$ cat src/rtl/hte_pkg.sv
// Shared types and constants for the TCP/IPv4 header extractor.
`timescale 1ns / 1ps

package hte_pkg;

  // Frame position counter width and default position limit
  localparam int unsigned POS_W                = 16;
  localparam int unsigned MAX_FRAME_BYTES_DEF  = 65535;

  // Header geometry
  localparam logic [POS_W-1:0] ETH_HDR_BYTES   = 16'd14;
  localparam logic [5:0]       MIN_HDR_BYTES   = 6'd20;

  // Byte positions inside the frame
  localparam logic [POS_W-1:0] POS_ETYPE_HI    = 16'd12;
  localparam logic [POS_W-1:0] POS_ETYPE_LO    = 16'd13;
  localparam logic [POS_W-1:0] POS_IHL         = 16'd14;
  localparam logic [POS_W-1:0] POS_PROTO       = 16'd23;
  localparam logic [POS_W-1:0] POS_SRC_FIRST   = 16'd26;
  localparam logic [POS_W-1:0] POS_SRC_LAST    = 16'd29;
  localparam logic [POS_W-1:0] POS_DST_FIRST   = 16'd30;
  localparam logic [POS_W-1:0] POS_DST_LAST    = 16'd33;
  localparam logic [POS_W-1:0] POS_TCP_GATE    = 16'd24;

  // Offsets inside the TCP header
  localparam logic [POS_W-1:0] TCP_SPORT_LAST  = 16'd1;
  localparam logic [POS_W-1:0] TCP_DPORT_LAST  = 16'd3;
  localparam logic [POS_W-1:0] TCP_SEQ_LAST    = 16'd7;
  localparam logic [POS_W-1:0] TCP_ACK_LAST    = 16'd11;
  localparam logic [POS_W-1:0] TCP_DOFF        = 16'd12;

  // Expected header values
  localparam logic [7:0] ETYPE_IPV4_HI = 8'h08;
  localparam logic [7:0] ETYPE_IPV4_LO = 8'h00;
  localparam logic [7:0] PROTO_TCP     = 8'd6;

  // Result status codes
  typedef enum logic [2:0] {
    ST_OK         = 3'd0,
    ST_NOT_IPV4   = 3'd1,
    ST_BAD_IP_LEN = 3'd2,
    ST_NOT_TCP    = 3'd3,
    ST_BAD_TCP    = 3'd4,
    ST_TRUNCATED  = 3'd5
  } status_t;

  // One input word as held in the input register
  typedef struct packed {
    logic [7:0] data;
    logic       last;
  } in_word_t;

  // One parse result
  typedef struct packed {
    status_t     status;
    logic [5:0]  ip_hdr_bytes;
    logic [5:0]  tcp_hdr_bytes;
    logic [31:0] src_addr;
    logic [31:0] dst_addr;
    logic [15:0] src_port;
    logic [15:0] dst_port;
    logic [31:0] seq_num;
    logic [31:0] ack_num;
    logic [31:0] pkt_num;
  } result_t;

endpackage

$ cat src/rtl/hte_in_stage.sv
// Input register for the byte stream.
`timescale 1ns / 1ps

module hte_in_stage (
  input  logic              clk,
  input  logic              rst,
  input  logic              s_valid,
  output logic              s_ready,
  input  hte_pkg::in_word_t s_word,
  input  logic              advance,
  output logic              word_valid,
  output hte_pkg::in_word_t word
);
  import hte_pkg::*;

  logic accept;

  // Take a new word when empty or when the held word moves on
  assign s_ready = !word_valid || advance;
  assign accept  = s_valid && s_ready;

  // Hold valid flag
  always_ff @(posedge clk) begin
    if (rst) begin
      word_valid <= 1'b0;
    end else if (accept) begin
      word_valid <= 1'b1;
    end else if (advance) begin
      word_valid <= 1'b0;
    end
  end

  // Load payload
  always_ff @(posedge clk) begin
    if (accept) begin
      word <= s_word;
    end
  end

endmodule

$ cat src/rtl/hte_parser.sv
// Per-frame header parse state and capture logic.
`timescale 1ns / 1ps

module hte_parser #(
  parameter int unsigned MAX_FRAME_BYTES = hte_pkg::MAX_FRAME_BYTES_DEF
) (
  input  logic              clk,
  input  logic              rst,
  input  logic              step,
  input  hte_pkg::in_word_t word,
  output logic              emit,
  output hte_pkg::result_t  result
);
  import hte_pkg::*;

  logic [POS_W-1:0] byte_pos, byte_pos_next;
  logic [5:0]       ip_len, ip_len_next;
  logic [5:0]       tcp_len, tcp_len_next;
  logic [31:0]      src_addr, src_addr_next;
  logic [31:0]      dst_addr, dst_addr_next;
  logic [15:0]      src_port, src_port_next;
  logic [15:0]      dst_port, dst_port_next;
  logic [31:0]      seq_num, seq_num_next;
  logic [31:0]      ack_num, ack_num_next;
  status_t          verdict, verdict_next;
  logic [31:0]      frame_count, frame_count_next;

  // Examine one byte, build the result on the last byte of a frame
  always_comb begin
    logic [POS_W-1:0] tcp_base;
    logic [POS_W-1:0] rel;
    status_t          st;

    tcp_base         = ETH_HDR_BYTES + {{(POS_W-6){1'b0}}, ip_len};
    rel              = byte_pos - tcp_base;
    st               = ST_OK;

    byte_pos_next    = byte_pos;
    ip_len_next      = ip_len;
    tcp_len_next     = tcp_len;
    src_addr_next    = src_addr;
    dst_addr_next    = dst_addr;
    src_port_next    = src_port;
    dst_port_next    = dst_port;
    seq_num_next     = seq_num;
    ack_num_next     = ack_num;
    verdict_next     = verdict;
    frame_count_next = frame_count;
    emit             = 1'b0;
    result           = '0;

    if (step) begin
      // Bytes past the limit are dropped and the position saturates
      if (byte_pos < POS_W'(MAX_FRAME_BYTES)) begin
        byte_pos_next = byte_pos + 1'b1;
        // First rejection wins: skip all checks and captures after it
        if (verdict == ST_OK) begin
          priority if (byte_pos == POS_ETYPE_HI) begin
            if (word.data != ETYPE_IPV4_HI) verdict_next = ST_NOT_IPV4;
          end else if (byte_pos == POS_ETYPE_LO) begin
            if (word.data != ETYPE_IPV4_LO) verdict_next = ST_NOT_IPV4;
          end else if (byte_pos == POS_IHL) begin
            ip_len_next = {word.data[3:0], 2'b00};
            if ({word.data[3:0], 2'b00} < MIN_HDR_BYTES) verdict_next = ST_BAD_IP_LEN;
          end else if (byte_pos == POS_PROTO) begin
            if (word.data != PROTO_TCP) verdict_next = ST_NOT_TCP;
          end else if (byte_pos >= POS_SRC_FIRST && byte_pos <= POS_SRC_LAST) begin
            src_addr_next = {src_addr[23:0], word.data};
          end else if (byte_pos >= POS_DST_FIRST && byte_pos <= POS_DST_LAST) begin
            dst_addr_next = {dst_addr[23:0], word.data};
          end else begin
          end

          // TCP header fields, located behind the IPv4 header
          if (byte_pos >= POS_TCP_GATE && ip_len >= MIN_HDR_BYTES &&
              byte_pos >= tcp_base) begin
            priority if (rel <= TCP_SPORT_LAST) begin
              src_port_next = {src_port[7:0], word.data};
            end else if (rel <= TCP_DPORT_LAST) begin
              dst_port_next = {dst_port[7:0], word.data};
            end else if (rel <= TCP_SEQ_LAST) begin
              seq_num_next = {seq_num[23:0], word.data};
            end else if (rel <= TCP_ACK_LAST) begin
              ack_num_next = {ack_num[23:0], word.data};
            end else if (rel == TCP_DOFF) begin
              tcp_len_next = {word.data[7:4], 2'b00};
              if ({word.data[7:4], 2'b00} < MIN_HDR_BYTES) verdict_next = ST_BAD_TCP;
            end else begin
            end
          end
        end
      end

      // Close the frame: report and clear per-frame state
      if (word.last) begin
        frame_count_next = frame_count + 1'b1;
        priority if (verdict_next != ST_OK) begin
          st = verdict_next;
        end else if (tcp_len_next == '0) begin
          st = ST_TRUNCATED;
        end else begin
          st = ST_OK;
        end

        emit                 = 1'b1;
        result.status        = st;
        result.ip_hdr_bytes  = ip_len_next;
        result.tcp_hdr_bytes = tcp_len_next;
        result.pkt_num       = frame_count_next;
        if (st == ST_OK) begin
          result.src_addr = src_addr_next;
          result.dst_addr = dst_addr_next;
          result.src_port = src_port_next;
          result.dst_port = dst_port_next;
          result.seq_num  = seq_num_next;
          result.ack_num  = ack_num_next;
        end

        byte_pos_next = '0;
        ip_len_next   = '0;
        tcp_len_next  = '0;
        src_addr_next = '0;
        dst_addr_next = '0;
        src_port_next = '0;
        dst_port_next = '0;
        seq_num_next  = '0;
        ack_num_next  = '0;
        verdict_next  = ST_OK;
      end
    end
  end

  // Frame state registers
  always_ff @(posedge clk) begin
    if (rst) begin
      byte_pos    <= '0;
      ip_len      <= '0;
      tcp_len     <= '0;
      src_addr    <= '0;
      dst_addr    <= '0;
      src_port    <= '0;
      dst_port    <= '0;
      seq_num     <= '0;
      ack_num     <= '0;
      verdict     <= ST_OK;
      frame_count <= '0;
    end else begin
      byte_pos    <= byte_pos_next;
      ip_len      <= ip_len_next;
      tcp_len     <= tcp_len_next;
      src_addr    <= src_addr_next;
      dst_addr    <= dst_addr_next;
      src_port    <= src_port_next;
      dst_port    <= dst_port_next;
      seq_num     <= seq_num_next;
      ack_num     <= ack_num_next;
      verdict     <= verdict_next;
      frame_count <= frame_count_next;
    end
  end

endmodule

$ cat src/rtl/hte_out_stage.sv
// Output register holding one parse result.
`timescale 1ns / 1ps

module hte_out_stage (
  input  logic             clk,
  input  logic             rst,
  input  logic             load,
  input  hte_pkg::result_t load_result,
  output logic             free,
  output logic             m_valid,
  input  logic             m_ready,
  output hte_pkg::result_t m_result
);
  import hte_pkg::*;

  // Slot can take a new result when empty or being drained
  assign free = !m_valid || m_ready;

  // Hold valid until the word is taken
  always_ff @(posedge clk) begin
    if (rst) begin
      m_valid <= 1'b0;
    end else if (load) begin
      m_valid <= 1'b1;
    end else if (m_ready) begin
      m_valid <= 1'b0;
    end
  end

  // Load payload
  always_ff @(posedge clk) begin
    if (load) begin
      m_result <= load_result;
    end
  end

endmodule

$ cat src/rtl/tcp_ipv4_header_extractor.sv
// Top level: Ethernet/IPv4/TCP header extractor with byte stream in, result stream out.
// A frame's result passes from the input register through the parser into the output register.
// Throughput: one byte per cycle while no last byte waits, set by the position compare and capture stage.
// A frame's last byte waits only while the output register holds an untaken result.
// Reset (rst, synchronous): clears input and output valid flags, frame state and frame count.
`timescale 1ns / 1ps

module tcp_ipv4_header_extractor #(
  parameter int unsigned MAX_FRAME_BYTES = hte_pkg::MAX_FRAME_BYTES_DEF
) (
  input  logic         clk,
  input  logic         rst,
  input  logic         s_axis_tvalid,
  output logic         s_axis_tready,
  input  logic [7:0]   s_axis_tdata,   // data_byte[7:0]
  input  logic         s_axis_tlast,   // frame_end
  output logic         m_axis_tvalid,
  input  logic         m_axis_tready,
  // ip_header_bytes[5:0], tcp_header_bytes[11:6], source_address[43:12],
  // destination_address[75:44], source_port[91:76], destination_port[107:92],
  // sequence_number[139:108], acknowledgement_number[171:140],
  // packet_number[203:172], zero pad[207:204]
  output logic [207:0] m_axis_tdata,
  output logic [2:0]   m_axis_tuser    // status[2:0]
);
  import hte_pkg::*;

  in_word_t s_word;
  in_word_t word;
  logic     word_valid;
  logic     advance;
  logic     out_free;
  logic     emit;
  result_t  result;
  result_t  m_result;

  assign s_word.data = s_axis_tdata;
  assign s_word.last = s_axis_tlast;

  // Advance a held byte; a last byte also needs room for its result
  assign advance = word_valid && (!word.last || out_free);

  hte_in_stage u_in (
    .clk        (clk),
    .rst        (rst),
    .s_valid    (s_axis_tvalid),
    .s_ready    (s_axis_tready),
    .s_word     (s_word),
    .advance    (advance),
    .word_valid (word_valid),
    .word       (word)
  );

  hte_parser #(
    .MAX_FRAME_BYTES (MAX_FRAME_BYTES)
  ) u_parser (
    .clk    (clk),
    .rst    (rst),
    .step   (advance),
    .word   (word),
    .emit   (emit),
    .result (result)
  );

  hte_out_stage u_out (
    .clk         (clk),
    .rst         (rst),
    .load        (emit),
    .load_result (result),
    .free        (out_free),
    .m_valid     (m_axis_tvalid),
    .m_ready     (m_axis_tready),
    .m_result    (m_result)
  );

  // Pack result fields, lowest field first
  assign m_axis_tdata = {4'b0000, m_result.pkt_num, m_result.ack_num, m_result.seq_num,
                         m_result.dst_port, m_result.src_port, m_result.dst_addr,
                         m_result.src_addr, m_result.tcp_hdr_bytes, m_result.ip_hdr_bytes};
  assign m_axis_tuser = m_result.status;

endmodule

$ cat config.mk
export PLATFORM = sky130hd
export DESIGN_NAME = tcp_ipv4_header_extractor
export DESIGN_NICKNAME = d
export VERILOG_FILES = /design/src/rtl/hte_pkg.sv /design/src/rtl/hte_in_stage.sv /design/src/rtl/hte_parser.sv /design/src/rtl/hte_out_stage.sv /design/src/rtl/tcp_ipv4_header_extractor.sv
export SDC_FILE = /design/constraint.sdc
export NUM_CORES = 1
export LEC_CHECK = 0
export ABC_AREA = 1
export BUFFER_PORTS_ARGS = -buffer_cell sky130_fd_sc_hd__buf_2
export CAP_MARGIN = 20
export CELL_PAD_IN_SITES_DETAIL_PLACEMENT = 1
export CELL_PAD_IN_SITES_GLOBAL_PLACEMENT = 2
export CORE_AREA = 3 3 283 285
export CTS_CLUSTER_SIZE = 24
export DETAILED_ROUTE_END_ITERATION = 8
export DIE_AREA = 0 0 286 288
export PLACE_DENSITY_LB_ADDON = 0.05
export SLEW_MARGIN = 20
export SYNTH_ARGS = -nofsm -noshare
export SYNTH_HDL_FRONTEND = slang
export SYNTH_SLANG_ARGS = --single-unit
$ cat constraint.sdc
create_clock -name clk -period 15.27 [get_ports clk]
set_clock_uncertainty 0.15 [all_clocks]
set_input_delay 0 -clock clk [delete_from_list [all_inputs] [get_ports clk]]
set_output_delay 0 -clock clk [all_outputs]
set_load 0.05 [all_outputs]
==> results_tabular.tex, run 1 <==
\begin{tabular}{lr}
\hline
Metric & Value \\
\hline
\multicolumn{2}{l}{\textbf{Routing}} \\
\quad Number of design rule violations left after detail routing & 0 \\
\quad Number of vias after detailed routing & 16799 \\
\quad Routed length per placed instance & 17.83 µm \\
\quad Vias per cell & 4.435 \\
\quad Aggregate routed wire length & 67540 µm \\
\quad Length of the first detailed-routing pass in iterations & 4 \\
\quad Antenna viol nets, final & 0 \\
\quad Detailed Route Iter0 Violations & 714 \\
\multicolumn{2}{l}{\textbf{Layout}} \\
\quad Commonest cells after routing, fill and taps aside & sky130\_fd\_sc\_hd\_\_nand2\_1 (548), sky130\_fd\_sc\_hd\_\_inv\_1 (393), sky130\_fd\_sc\_hd\_\_nor2\_1 (361) \\
\quad Most common library cell in the layout ignoring fill and taps & sky130\_fd\_sc\_hd\_\_nand2\_1 \\
\quad Ratio of cells with drive above 1 in the final layout & 13.68\% \\
\quad Area of the multi-input gates & 0.007076 mm² \\
\quad Total of fill cells in the finished design & 9337 \\
\quad Register area & 0.01099 mm² \\
\quad Area growth from synthesis to layout & 19.78\% \\
\quad Total Nets Final & 2730 \\
\quad Antenna cell count & 0 \\
\multicolumn{2}{l}{\textbf{Logic synthesis}} \\
\quad Post-synthesis average cell area & 8.058 µm² \\
\quad Fraction of registers with async set/reset & 0\% \\
\quad Dominant synthesized flop cell & sky130\_fd\_sc\_hd\_\_dfxtp\_1 \\
\quad Cell taking the most area after synthesis & sky130\_fd\_sc\_hd\_\_edfxtp\_1 \\
\quad Top-area cell type share of the netlist area & 32.13\% \\
\quad Number of warnings issued by yosys & 0 \\
\quad Seq cells post-synth & 441 \\
\quad Portion of the post-synthesis area used by sequential elements & 54.45\% \\
\quad Number of cells produced by synthesis & 2505 \\
\quad Leading post-synthesis cells by cell area & sky130\_fd\_sc\_hd\_\_edfxtp\_1 (32\%), sky130\_fd\_sc\_hd\_\_dfxtp\_1 (22\%), sky130\_fd\_sc\_hd\_\_nand2\_1 (10\%) \\
\quad Post-Syn Area & 0.02018 mm² \\
\quad Synth cell types & 45 \\
\quad Number of synthesized flops with an enable pin & 216 \\
\multicolumn{2}{l}{\textbf{STA}} \\
\quad Setup TNS & 0 ps \\
\quad FMAX & 206.9 MHz \\
\quad Time the final worst path needs with I/O delays and setup & 4833 ps \\
\quad Final count of pins violating max slew & 0 \\
\quad Count of final hold-check violations & 0 \\
\quad Actual slew at the worst max-slew pin & 1022 ps \\
\quad Worst-case hold slack & 57.05 ps \\
\quad Setup violation total in the final timing report & 0 \\
\quad Part of the cycle the worst path needs & 31.65\% \\
\quad Tightest slew margin relative to the limit & 31.84\% \\
\quad Unrepaired setup endpoints after global routing & false \\
\multicolumn{2}{l}{\textbf{Floorplan}} \\
\quad Die Area & 0.08237 mm² \\
\quad Area of the core & 0.07759 mm² \\
\quad Top-level I/O count & 226 \\
\quad Initial standard-cell utilization of the core & 26.01\% \\
\quad Die width & 286 µm \\
\quad Number of core rows & 102 \\
\quad Die height & 288 µm \\
\multicolumn{2}{l}{\textbf{Global routing}} \\
\quad Vias in the first global route & 17128 \\
\quad Overall Global Routing Usage & 16.17\% \\
\quad GR Layer Usage met1 & 22.49\% \\
\quad Global routing usage on met3 & 2.431\% \\
\quad Sum of overflow across all layers after global routing & 0 \\
\quad Maximum number of pins on one net before global-route repair & 102 \\
\quad Global-route wire length before repair & 103700 µm \\
\quad Global-route met2 utilization & 26.04\% \\
\quad Antenna violations before repair & 1 \\
\quad Most used routing layer in global routing & met2 \\
\multicolumn{2}{l}{\textbf{Run status}} \\
\quad Result of the run & finished clean \\
\multicolumn{2}{l}{\textbf{Setup path}} \\
\quad CP Capture Type & flip-flop \\
\quad Arrival time reported for the critical path endpoint & 5210 ps \\
\quad Most prevalent standard cell on the critical path & sky130\_fd\_sc\_hd\_\_buf\_4 \\
\quad Largest stage delay on the critical path & 870 ps \\
\quad Cells on worst reg2reg path & 12 \\
\quad Critical-path cell with the highest stage delay & sky130\_fd\_sc\_hd\_\_buf\_4 \\
\quad Crit Path Category & flip-flop to flip-flop \\
\quad Startpoint types & flip-flop \\
\quad Cell chain of the critical path & inv\_1 -> o21ai\_4 -> inv\_2 -> nand2\_2 -> buf\_4 -> inv\_8 -> buf\_4 -> buf\_4 -> o21ai\_0 -> a21oi\_1 -> a21oi\_1 -> nor2\_1 \\
\quad Maximum fanout along the worst path & 101 \\
\quad Required time at the worst-slack endpoint & 15650 ps \\
\multicolumn{2}{l}{\textbf{Run}} \\
\quad Max-capacitance violation count & 0 \\
\multicolumn{2}{l}{\textbf{Clock tree}} \\
\quad Clk buf depth & 3 \\
\quad Clock H-tree levels & 2 \\
\quad CTS tree & done \\
\quad Library cell used as clock root buffer & sky130\_fd\_sc\_hd\_\_clkbuf\_16 \\
\quad Num CTS Buffers & 55 \\
\quad Clock Pin Slew Worst Setup and Hold Paths & 60 ps \\
\quad Total number of clock tree sinks & 441 \\
\quad Insertion delay to the later sink of the worst-skew pair & 610 ps \\
\multicolumn{2}{l}{\textbf{Min path}} \\
\quad Hold path cells & 2 \\
\quad Path category of the worst min-delay check & input pin to flip-flop \\
\multicolumn{2}{l}{\textbf{Pwr}} \\
\quad Total power per unit cell area & 111.8 mW/mm² \\
\quad Overall power & 0.002702 W \\
\quad LEAKAGE & 8.979 nW \\
\quad Peak supply drop & 105.7 µV \\
\multicolumn{2}{l}{\textbf{Place}} \\
\quad Input/output buffers & 221 \\
\quad Last weighted congestion value of the routability-driven placer & 0.7826 \\
\quad Placed wire-length estimate & 44900 µm \\
\hline
\end{tabular}
## state kept, by name (all words and copies together) (netlist names)
register              flops
u_out.m_result          207
u_parser.ack_num         32
u_parser.dst_addr        32
u_parser.frame_count     32
u_parser.seq_num         32
u_parser.src_addr        32
u_parser.byte_pos        16
u_parser.dst_port        16
u_parser.src_port        16
u_in.word                 9
u_parser.ip_len           6
u_parser.tcp_len          6
u_parser.verdict          3
u_in.word_valid           1
u_out.m_valid             1
## through the flow
stage          setup WS, ps  cell area, µm²  instances  util (%)
2_1_floorplan          7432           20200       2508         -
3_3_place_gp          10200           22150       3664     28.55
3_5_place_dp          10110           22150       3664     28.55
4_1_cts               10070           24170       3788     31.15
5_1_grt                9826           24180       3788     31.16
6_report              10440           24180       3788     31.16
## metal layers
metal | vias to the layer above | routed length [µm]
met4 | 0 | 1649
li1 | 8364 | -
met5 | - | 0
met2 | 227 | 30360
met1 | 8125 | 33150
met3 | 83 | 2382
## worst max-delay path: cells and delay by family (launching register included)
family / cells / cell delay (ps)
and+or+nand+nor: 2 / 190
AOI/OAI and AO/OA: 4 / 590
buffers and inverters: 6 / 3240
DFF: 1 / 500
## cell families after synthesis
logic type	synth area share (%)
AND/OR/NAND/NOR	21.37
adder cells (fa/ha/maj)	0.9670
buffers and inverters	10.71
flip-flops	54.45
XOR/XNOR	0.6509
AO/OA/AOI/OAI	11.84
other	0.01858
## final cells by class
class,instances,area share (%)
clock buffers,70,6.008
clock inverters,33,1.459
inverters,409,6.381
multi-input cells,1535,29.27
flip-flops and latches,441,45.46
well taps,1040,5.382
repair buffers,260,6.045
## what timing repair did
item,4_1_cts,5_1_grt
hold buffers,21,0
endpoints found under the setup margin,0,0
endpoints found under the hold margin,64,0
gates resized for setup,0,0
buffers inserted,0,0
## final timing paths
path,from,endpoint,slack (ps)
max reg2reg,u_in.word[0],u_parser.frame_count[9],10440
min,s_axis_tlast,u_in.word[0],60
min reg2reg,u_parser.seq_num[26],u_parser.seq_num[26],320
max,u_in.word[0],u_parser.frame_count[9],10440
## synth_stat cells (2+ instances only)
library cell / instances
sky130_fd_sc_hd__nor4_1: 7
sky130_fd_sc_hd__nor2_2: 18
sky130_fd_sc_hd__nand2_2: 6
sky130_fd_sc_hd__o21ai_1: 42
sky130_fd_sc_hd__o22ai_1: 49
sky130_fd_sc_hd__buf_2: 16
sky130_fd_sc_hd__nor2_4: 2
sky130_fd_sc_hd__a21oi_1: 151
sky130_fd_sc_hd__dfxtp_1: 225
sky130_fd_sc_hd__nand4_2: 2
sky130_fd_sc_hd__inv_1: 395
sky130_fd_sc_hd__or2_2: 3
sky130_fd_sc_hd__a31oi_1: 4
sky130_fd_sc_hd__edfxtp_1: 216
sky130_fd_sc_hd__nand3_2: 3
sky130_fd_sc_hd__o21ai_0: 145
sky130_fd_sc_hd__inv_2: 12
sky130_fd_sc_hd__xnor2_1: 2
sky130_fd_sc_hd__a211oi_1: 8
sky130_fd_sc_hd__buf_8: 10
sky130_fd_sc_hd__nand2_1: 551
sky130_fd_sc_hd__xor2_1: 13
sky130_fd_sc_hd__a21oi_2: 2
sky130_fd_sc_hd__nor2_1: 362
sky130_fd_sc_hd__buf_1: 11
sky130_fd_sc_hd__o21a_1: 33
sky130_fd_sc_hd__clkinv_1: 2
sky130_fd_sc_hd__clkbuf_1: 81
sky130_fd_sc_hd__nand4_1: 17
sky130_fd_sc_hd__buf_4: 4
sky130_fd_sc_hd__nand3_1: 52
sky130_fd_sc_hd__nor3_1: 35
sky130_fd_sc_hd__ha_1: 14
## where the power goes
part           total, W  switching (W)  internal (W)
clock network   0.00133       0.000541      0.000789
logic          0.000114      0.0000974     0.0000171
registers       0.00126     0.00000900       0.00125
Power figures use the tool's default switching activity.
==> inputs of run 2 (changes only) <==
--- a/config.mk
+++ b/config.mk
@@ -5,15 +5,15 @@
 export SDC_FILE = /design/constraint.sdc
 export NUM_CORES = 1
 export LEC_CHECK = 0
-export ABC_AREA = 1
+export ABC_AREA = 0
 export BUFFER_PORTS_ARGS = -buffer_cell sky130_fd_sc_hd__buf_2
 export CAP_MARGIN = 20
 export CELL_PAD_IN_SITES_DETAIL_PLACEMENT = 1
 export CELL_PAD_IN_SITES_GLOBAL_PLACEMENT = 2
-export CORE_AREA = 3 3 283 285
+export CORE_AREA = 3 3 286 288
 export CTS_CLUSTER_SIZE = 24
 export DETAILED_ROUTE_END_ITERATION = 8
-export DIE_AREA = 0 0 286 288
+export DIE_AREA = 0 0 289 291
 export PLACE_DENSITY_LB_ADDON = 0.05
 export SLEW_MARGIN = 20
 export SYNTH_ARGS = -nofsm -noshare
==> constraint.sdc (replaced) <==
create_clock -name clk -period 4.2 [get_ports clk]
set_clock_uncertainty 0.15 [all_clocks]
set_input_delay 0 -clock clk [delete_from_list [all_inputs] [get_ports clk]]
set_output_delay 0 -clock clk [all_outputs]
set_load 0.05 [all_outputs]
==> run 2 against run 1 <==
  * Count of clock-buffer cells in the layout is 7 higher
  * Cell count decreased by 15%
  * Global-route usage decreased by 0.13 points
  * Highest routed layer unchanged
  * Combinational power grew to 3.4 times the previous value
  * Hold slack improved by 120 ps
  * Register-to-register slack worse by 10000 ps
  * First-iteration DRC count shrank 6.3%
  * Design area grew 5.3%
  * Worst setup slack got worse by 10000 ps
==> results_tabular.tex, run 2 <==
\begin{tabular}{lr}
\hline
Metric & Value \\
\hline
\multicolumn{2}{l}{\textbf{Global routing}} \\
\quad Sum of overflow across all layers after global routing & 0 (unchanged) \\
\quad Global-route wire length before repair & 104100 µm (+0.41\%) \\
\quad Maximum number of pins on one net before global-route repair & 122 (+20\%) \\
\quad Antenna violations before repair & 2 (+1) \\
\quad Vias in the first global route & 15908 (-7.1\%) \\
\quad Overall Global Routing Usage & 16.04\% (-0.13 points) \\
\multicolumn{2}{l}{\textbf{Logic synthesis}} \\
\quad Number of cells produced by synthesis & 1889 (-25\%) \\
\quad Multiplexer share of the synthesized area & 7.852\% (+7.9 points) \\
\quad Most used standard cell by instance count after synthesis & sky130\_fd\_sc\_hd\_\_dfxtp\_1 \\
\quad Xor and xnor area share after synthesis & 2.884\% (+2.2 points) \\
\quad Fraction of registers with async set/reset & 0\% (unchanged) \\
\quad Top-area cell type share of the netlist area & 31.41\% (-0.73 points) \\
\quad Post-synthesis average cell area & 10.93 µm² (+36\%) \\
\quad Simple logic cell fraction of the synthesized area & 21.71\% (+0.34 points) \\
\quad Largest family of logic cells by synthesized area & simple AND/OR/NAND/NOR gates \\
\quad Number of synthesized flops with an enable pin & 216 (unchanged) \\
\quad Portion of the post-synthesis area used by sequential elements & 53.22\% (-1.2 points) \\
\quad Compound-cell area share of the yosys netlist & 9.403\% (-2.4 points) \\
\quad Seq cells post-synth & 441 (unchanged) \\
\quad Cell taking the most area after synthesis & sky130\_fd\_sc\_hd\_\_edfxtp\_1 \\
\quad Dominant synthesized flop cell & sky130\_fd\_sc\_hd\_\_dfxtp\_1 \\
\quad Leading post-synthesis cells by cell area & sky130\_fd\_sc\_hd\_\_edfxtp\_1 (31\%), sky130\_fd\_sc\_hd\_\_dfxtp\_1 (22\%), sky130\_fd\_sc\_hd\_\_mux2i\_1 (7.9\%) \\
\quad Post-Syn Area & 0.02065 mm² (+2.3\%) \\
\quad Synth cell types & 72 (+60\%) \\
\quad Number of warnings issued by yosys & 0 (unchanged) \\
\quad Post-synth top cells & sky130\_fd\_sc\_hd\_\_dfxtp\_1 (225), sky130\_fd\_sc\_hd\_\_edfxtp\_1 (216), sky130\_fd\_sc\_hd\_\_nor2\_1 (187), sky130\_fd\_sc\_hd\_\_mux2i\_1 (162), sky130\_fd\_sc\_hd\_\_nand2\_1 (137) \\
\quad Share of synthesized cell area in full adder, half adder and majority cells & 0.9451\% (-0.022 points) \\
\multicolumn{2}{l}{\textbf{Pwr}} \\
\quad LEAKAGE & 9.254 nW (+3.1\%) \\
\quad Total power per unit cell area & 376.9 mW/mm² (+240\%) \\
\quad Peak supply drop & 292.9 µV (+180\%) \\
\multicolumn{2}{l}{\textbf{STA}} \\
\quad Final setup slack of the worst path & 123.8 ps (-10310 ps) \\
\quad Count of final hold-check violations & 0 (unchanged) \\
\quad Setup violation total in the final timing report & 0 (unchanged) \\
\quad Unrepaired setup endpoints after global routing & true \\
\quad Part of the cycle the worst path needs & 97.05\% (+65 points) \\
\quad Worst-case hold slack & 176.4 ps (+119.4 ps) \\
\quad Tightest slew margin relative to the limit & 35.80\% (+4.0 points) \\
\quad Final count of pins violating max slew & 0 (unchanged) \\
\quad FMAX & 245.3 MHz (+19\%) \\
\quad Actual slew at the worst max-slew pin & 963.0 ps (-59.29 ps) \\
\quad Time the final worst path needs with I/O delays and setup & 4076 ps (-756.6 ps) \\
\multicolumn{2}{l}{\textbf{Place}} \\
\quad Input/output buffers & 221 (unchanged) \\
\quad Placed cell count & 3098 (-15\%) \\
\quad Placed wire-length estimate & 46340 µm (+3.2\%) \\
\quad Last weighted congestion value of the routability-driven placer & 0.7365 (-5.9\%) \\
\quad Worst slack after detailed placement & 12.02 ps (-10090 ps) \\
\multicolumn{2}{l}{\textbf{Layout}} \\
\quad Flip-flop count of the largest register after layout & 207 (unchanged) \\
\quad Most common library cell in the layout ignoring fill and taps & sky130\_fd\_sc\_hd\_\_dfxtp\_1 \\
\quad Commonest cells after routing, fill and taps aside & sky130\_fd\_sc\_hd\_\_dfxtp\_1 (225), sky130\_fd\_sc\_hd\_\_buf\_2 (220), sky130\_fd\_sc\_hd\_\_edfxtp\_1 (216) \\
\quad Area growth from synthesis to layout & 23.31\% \\
\quad Ratio of cells with drive above 1 in the final layout & 23.86\% (+10 points) \\
\quad Final instance count without filler cells & 3230 (-15\%) \\
\quad Post-Route Utilization & 32.18\% (+1.0 points) \\
\quad Total Nets Final & 2160 (-21\%) \\
\quad Register ranked first by flip-flop count & u\_out.m\_result \\
\multicolumn{2}{l}{\textbf{Routing}} \\
\quad Vias per cell & 4.739 (+6.9\%) \\
\quad Antenna viol nets, final & 0 (unchanged) \\
\quad Aggregate routed wire length & 69030 µm (+2.2\%) \\
\quad Length of the first detailed-routing pass in iterations & 5 (+1) \\
\quad Routed length per placed instance & 21.37 µm (+20\%) \\
\quad Detailed Route Iter0 Violations & 669 (-6.3\%) \\
\quad Number of vias after detailed routing & 15307 (-8.9\%) \\
\quad Number of design rule violations left after detail routing & 0 (unchanged) \\
\multicolumn{2}{l}{\textbf{Setup path}} \\
\quad Reg-to-Reg End & u\_out.m\_result[204] \\
\quad Startpoint types & flip-flop \\
\quad Arrival time reported for the critical path endpoint & 4290 ps (-920 ps) \\
\quad Required time at the worst-slack endpoint & 4410 ps (-11240 ps) \\
\quad Cells on worst reg2reg path & 16 (+4) \\
\quad Maximum fanout along the worst path & 18 (-82\%) \\
\quad CP Capture Type & flip-flop \\
\quad Most prevalent standard cell on the critical path & sky130\_fd\_sc\_hd\_\_inv\_1 \\
\quad Critical-path cell with the highest stage delay & sky130\_fd\_sc\_hd\_\_or3\_4 \\
\quad Crit Path Category & flip-flop to flip-flop \\
\quad Largest stage delay on the critical path & 400 ps (-470 ps) \\
\quad Cell chain of the critical path & inv\_1 -> ha\_1 -> inv\_1 -> o21ai\_1 -> xnor2\_1 -> ha\_2 -> a21o\_1 -> a211o\_1 -> o21ai\_2 -> nand3b\_1 -> or3\_4 -> nor4b\_2 -> and3b\_4 -> buf\_4 -> clkbuf\_16 -> a21bo\_2 \\
\quad Critical path origin & u\_parser.ip\_len[1] \\
\quad Crit path max-delay family & simple AND/OR/NAND/NOR gates \\
\quad Worst path buffer plus inverter count & 4 (-2) \\
\quad Setup slack, reg-to-reg & 120 ps (-10310 ps) \\
\quad Startpoint of the lowest-slack register-to-register path & u\_parser.ip\_len[1] \\
\multicolumn{2}{l}{\textbf{Clock tree}} \\
\quad Insertion delay to the later sink of the worst-skew pair & 620 ps (about the same) \\
\quad Clock H-tree levels & 2 (unchanged) \\
\quad Clock Pin Slew Worst Setup and Hold Paths & 60 ps (about the same) \\
\quad Library cell used as clock root buffer & sky130\_fd\_sc\_hd\_\_clkbuf\_16 \\
\quad Total number of clock tree sinks & 441 (unchanged) \\
\quad Num CTS Buffers & 55 (unchanged) \\
\quad CTS tree & done \\
\quad Clk buf depth & 3 (unchanged) \\
\multicolumn{2}{l}{\textbf{Min path}} \\
\quad Launch point of the worst hold path & m\_axis\_tready \\
\quad Endpoint, Worst Hold & u\_out.m\_valid \\
\quad Path category of the worst min-delay check & input pin to flip-flop \\
\quad Hold path cells & 4 (+2) \\
\multicolumn{2}{l}{\textbf{Floorplan}} \\
\quad Initial standard-cell utilization of the core & 26.10\% (+0.087 points) \\
\quad Die width & 289 µm (+1.0\%) \\
\quad Number of core rows & 103 (+0.98\%) \\
\quad Die height & 291 µm (+1.0\%) \\
\quad Top-level I/O count & 226 (unchanged) \\
\quad Die Area & 0.08410 mm² (+2.1\%) \\
\quad Area of the core & 0.07913 mm² (+2.0\%) \\
\multicolumn{2}{l}{\textbf{Run status}} \\
\quad Result of the run & finished clean \\
\multicolumn{2}{l}{\textbf{Run}} \\
\quad Max-capacitance violation count & 0 (unchanged) \\
\hline
\end{tabular}
-- run 2: cell types whose count changed after synthesis, moves of 68 or more --
cell                      before  now
sky130_fd_sc_hd__nor3b_1       1   84
sky130_fd_sc_hd__mux2i_1       0  162
sky130_fd_sc_hd__inv_1       395   24
sky130_fd_sc_hd__nor3b_2       0   79
sky130_fd_sc_hd__a21oi_1     151   45
sky130_fd_sc_hd__nor2_1      362  187
sky130_fd_sc_hd__a22oi_1       0   68
sky130_fd_sc_hd__o21ai_0     145   32
sky130_fd_sc_hd__nand2_1     551  137
-- run 2: layout make-up --
class	count	area (µm²)
clock buffers	77	1529
diodes	1	2.502
inverters	25	101.3
clock inverters	27	241.5
multi-input cells	1271	8949
repair buffers	338	2338
flip-flops and latches	441	10990
well taps	1050	1314
fillers	8744	53660
-- run 2: cells by family (layout without fill, tap and decap cells) --
| kind of cell | count (synthesis) | in the layout |
|---|---|---|
| adder cells (fa/ha/maj) | 15 | 15 |
| flip-flops | 441 | 441 |
| buffers and inverters | 180 | 467 |
| AO/OA/AOI/OAI | 279 | 279 |
| XOR/XNOR | 68 | 68 |
| multiplexers | 162 | 162 |
| AND/OR/NAND/NOR | 743 | 743 |
| other | 1 | 5 |
-- run 2: where the power goes --
part	internal (W)	switching [W]	total, W
Combinational	0.0000945	0.000298	0.000393
Sequential	0.00452	0.0000187	0.00454
Clock	0.00273	0.00194	0.00466
-- run 2: worst min-delay path, delay by kind of cell --
| kind | cells | cell delay (ps) |
|---|---|---|
| compound gates | 1 | 50 |
| buf+inv | 2 | 720 |
| simple gates | 1 | 130 |
-- run 2: metal layers --
metal	up-vias	GRT usage (%)	routed length (µm)
met3	81	2.482	2538
li1	7368	-	-
met1	7610	22.57	33400
met2	248	25.99	31850
met5	-	0	0
met4	0	3.307	1241
-- run 2: through the flow --
stage	power (W)	instance area (µm²)	setup TNS, ps
6_report	0.009597	25470	0
5_1_grt	0.009991	25460	-34.65
4_1_cts	0.009820	25330	0
3_5_place_dp	0.005019	23330	0
3_3_place_gp	0.005019	23330	-1316
2_1_floorplan	0.004866	20670	0
-- run 2: how the worst max path moves through the flow --
stage | to | slack, ps | depth (start not counted)
2_1_floorplan | u_out.m_result[206] | 280 | 19
6_report | u_out.m_result[204] | 120 | 16
3_3_place_gp | u_out.m_result[113] | -110 | 16
3_5_place_dp | u_out.m_result[113] | 10 | 16
5_1_grt | u_out.m_result[204] | -20 | 16
4_1_cts | u_out.m_result[135] | 5 | 16
-- run 2: repair_timing --
action                                  4_1_cts  5_1_grt
resized for setup                             1       15
hold buffers                                 22        0
pin swaps                                     0        2
endpoints found under the setup margin        1      197
hold endpoints to repair                     50        0
buffers inserted                              0        3
gates cloned                                  0        2
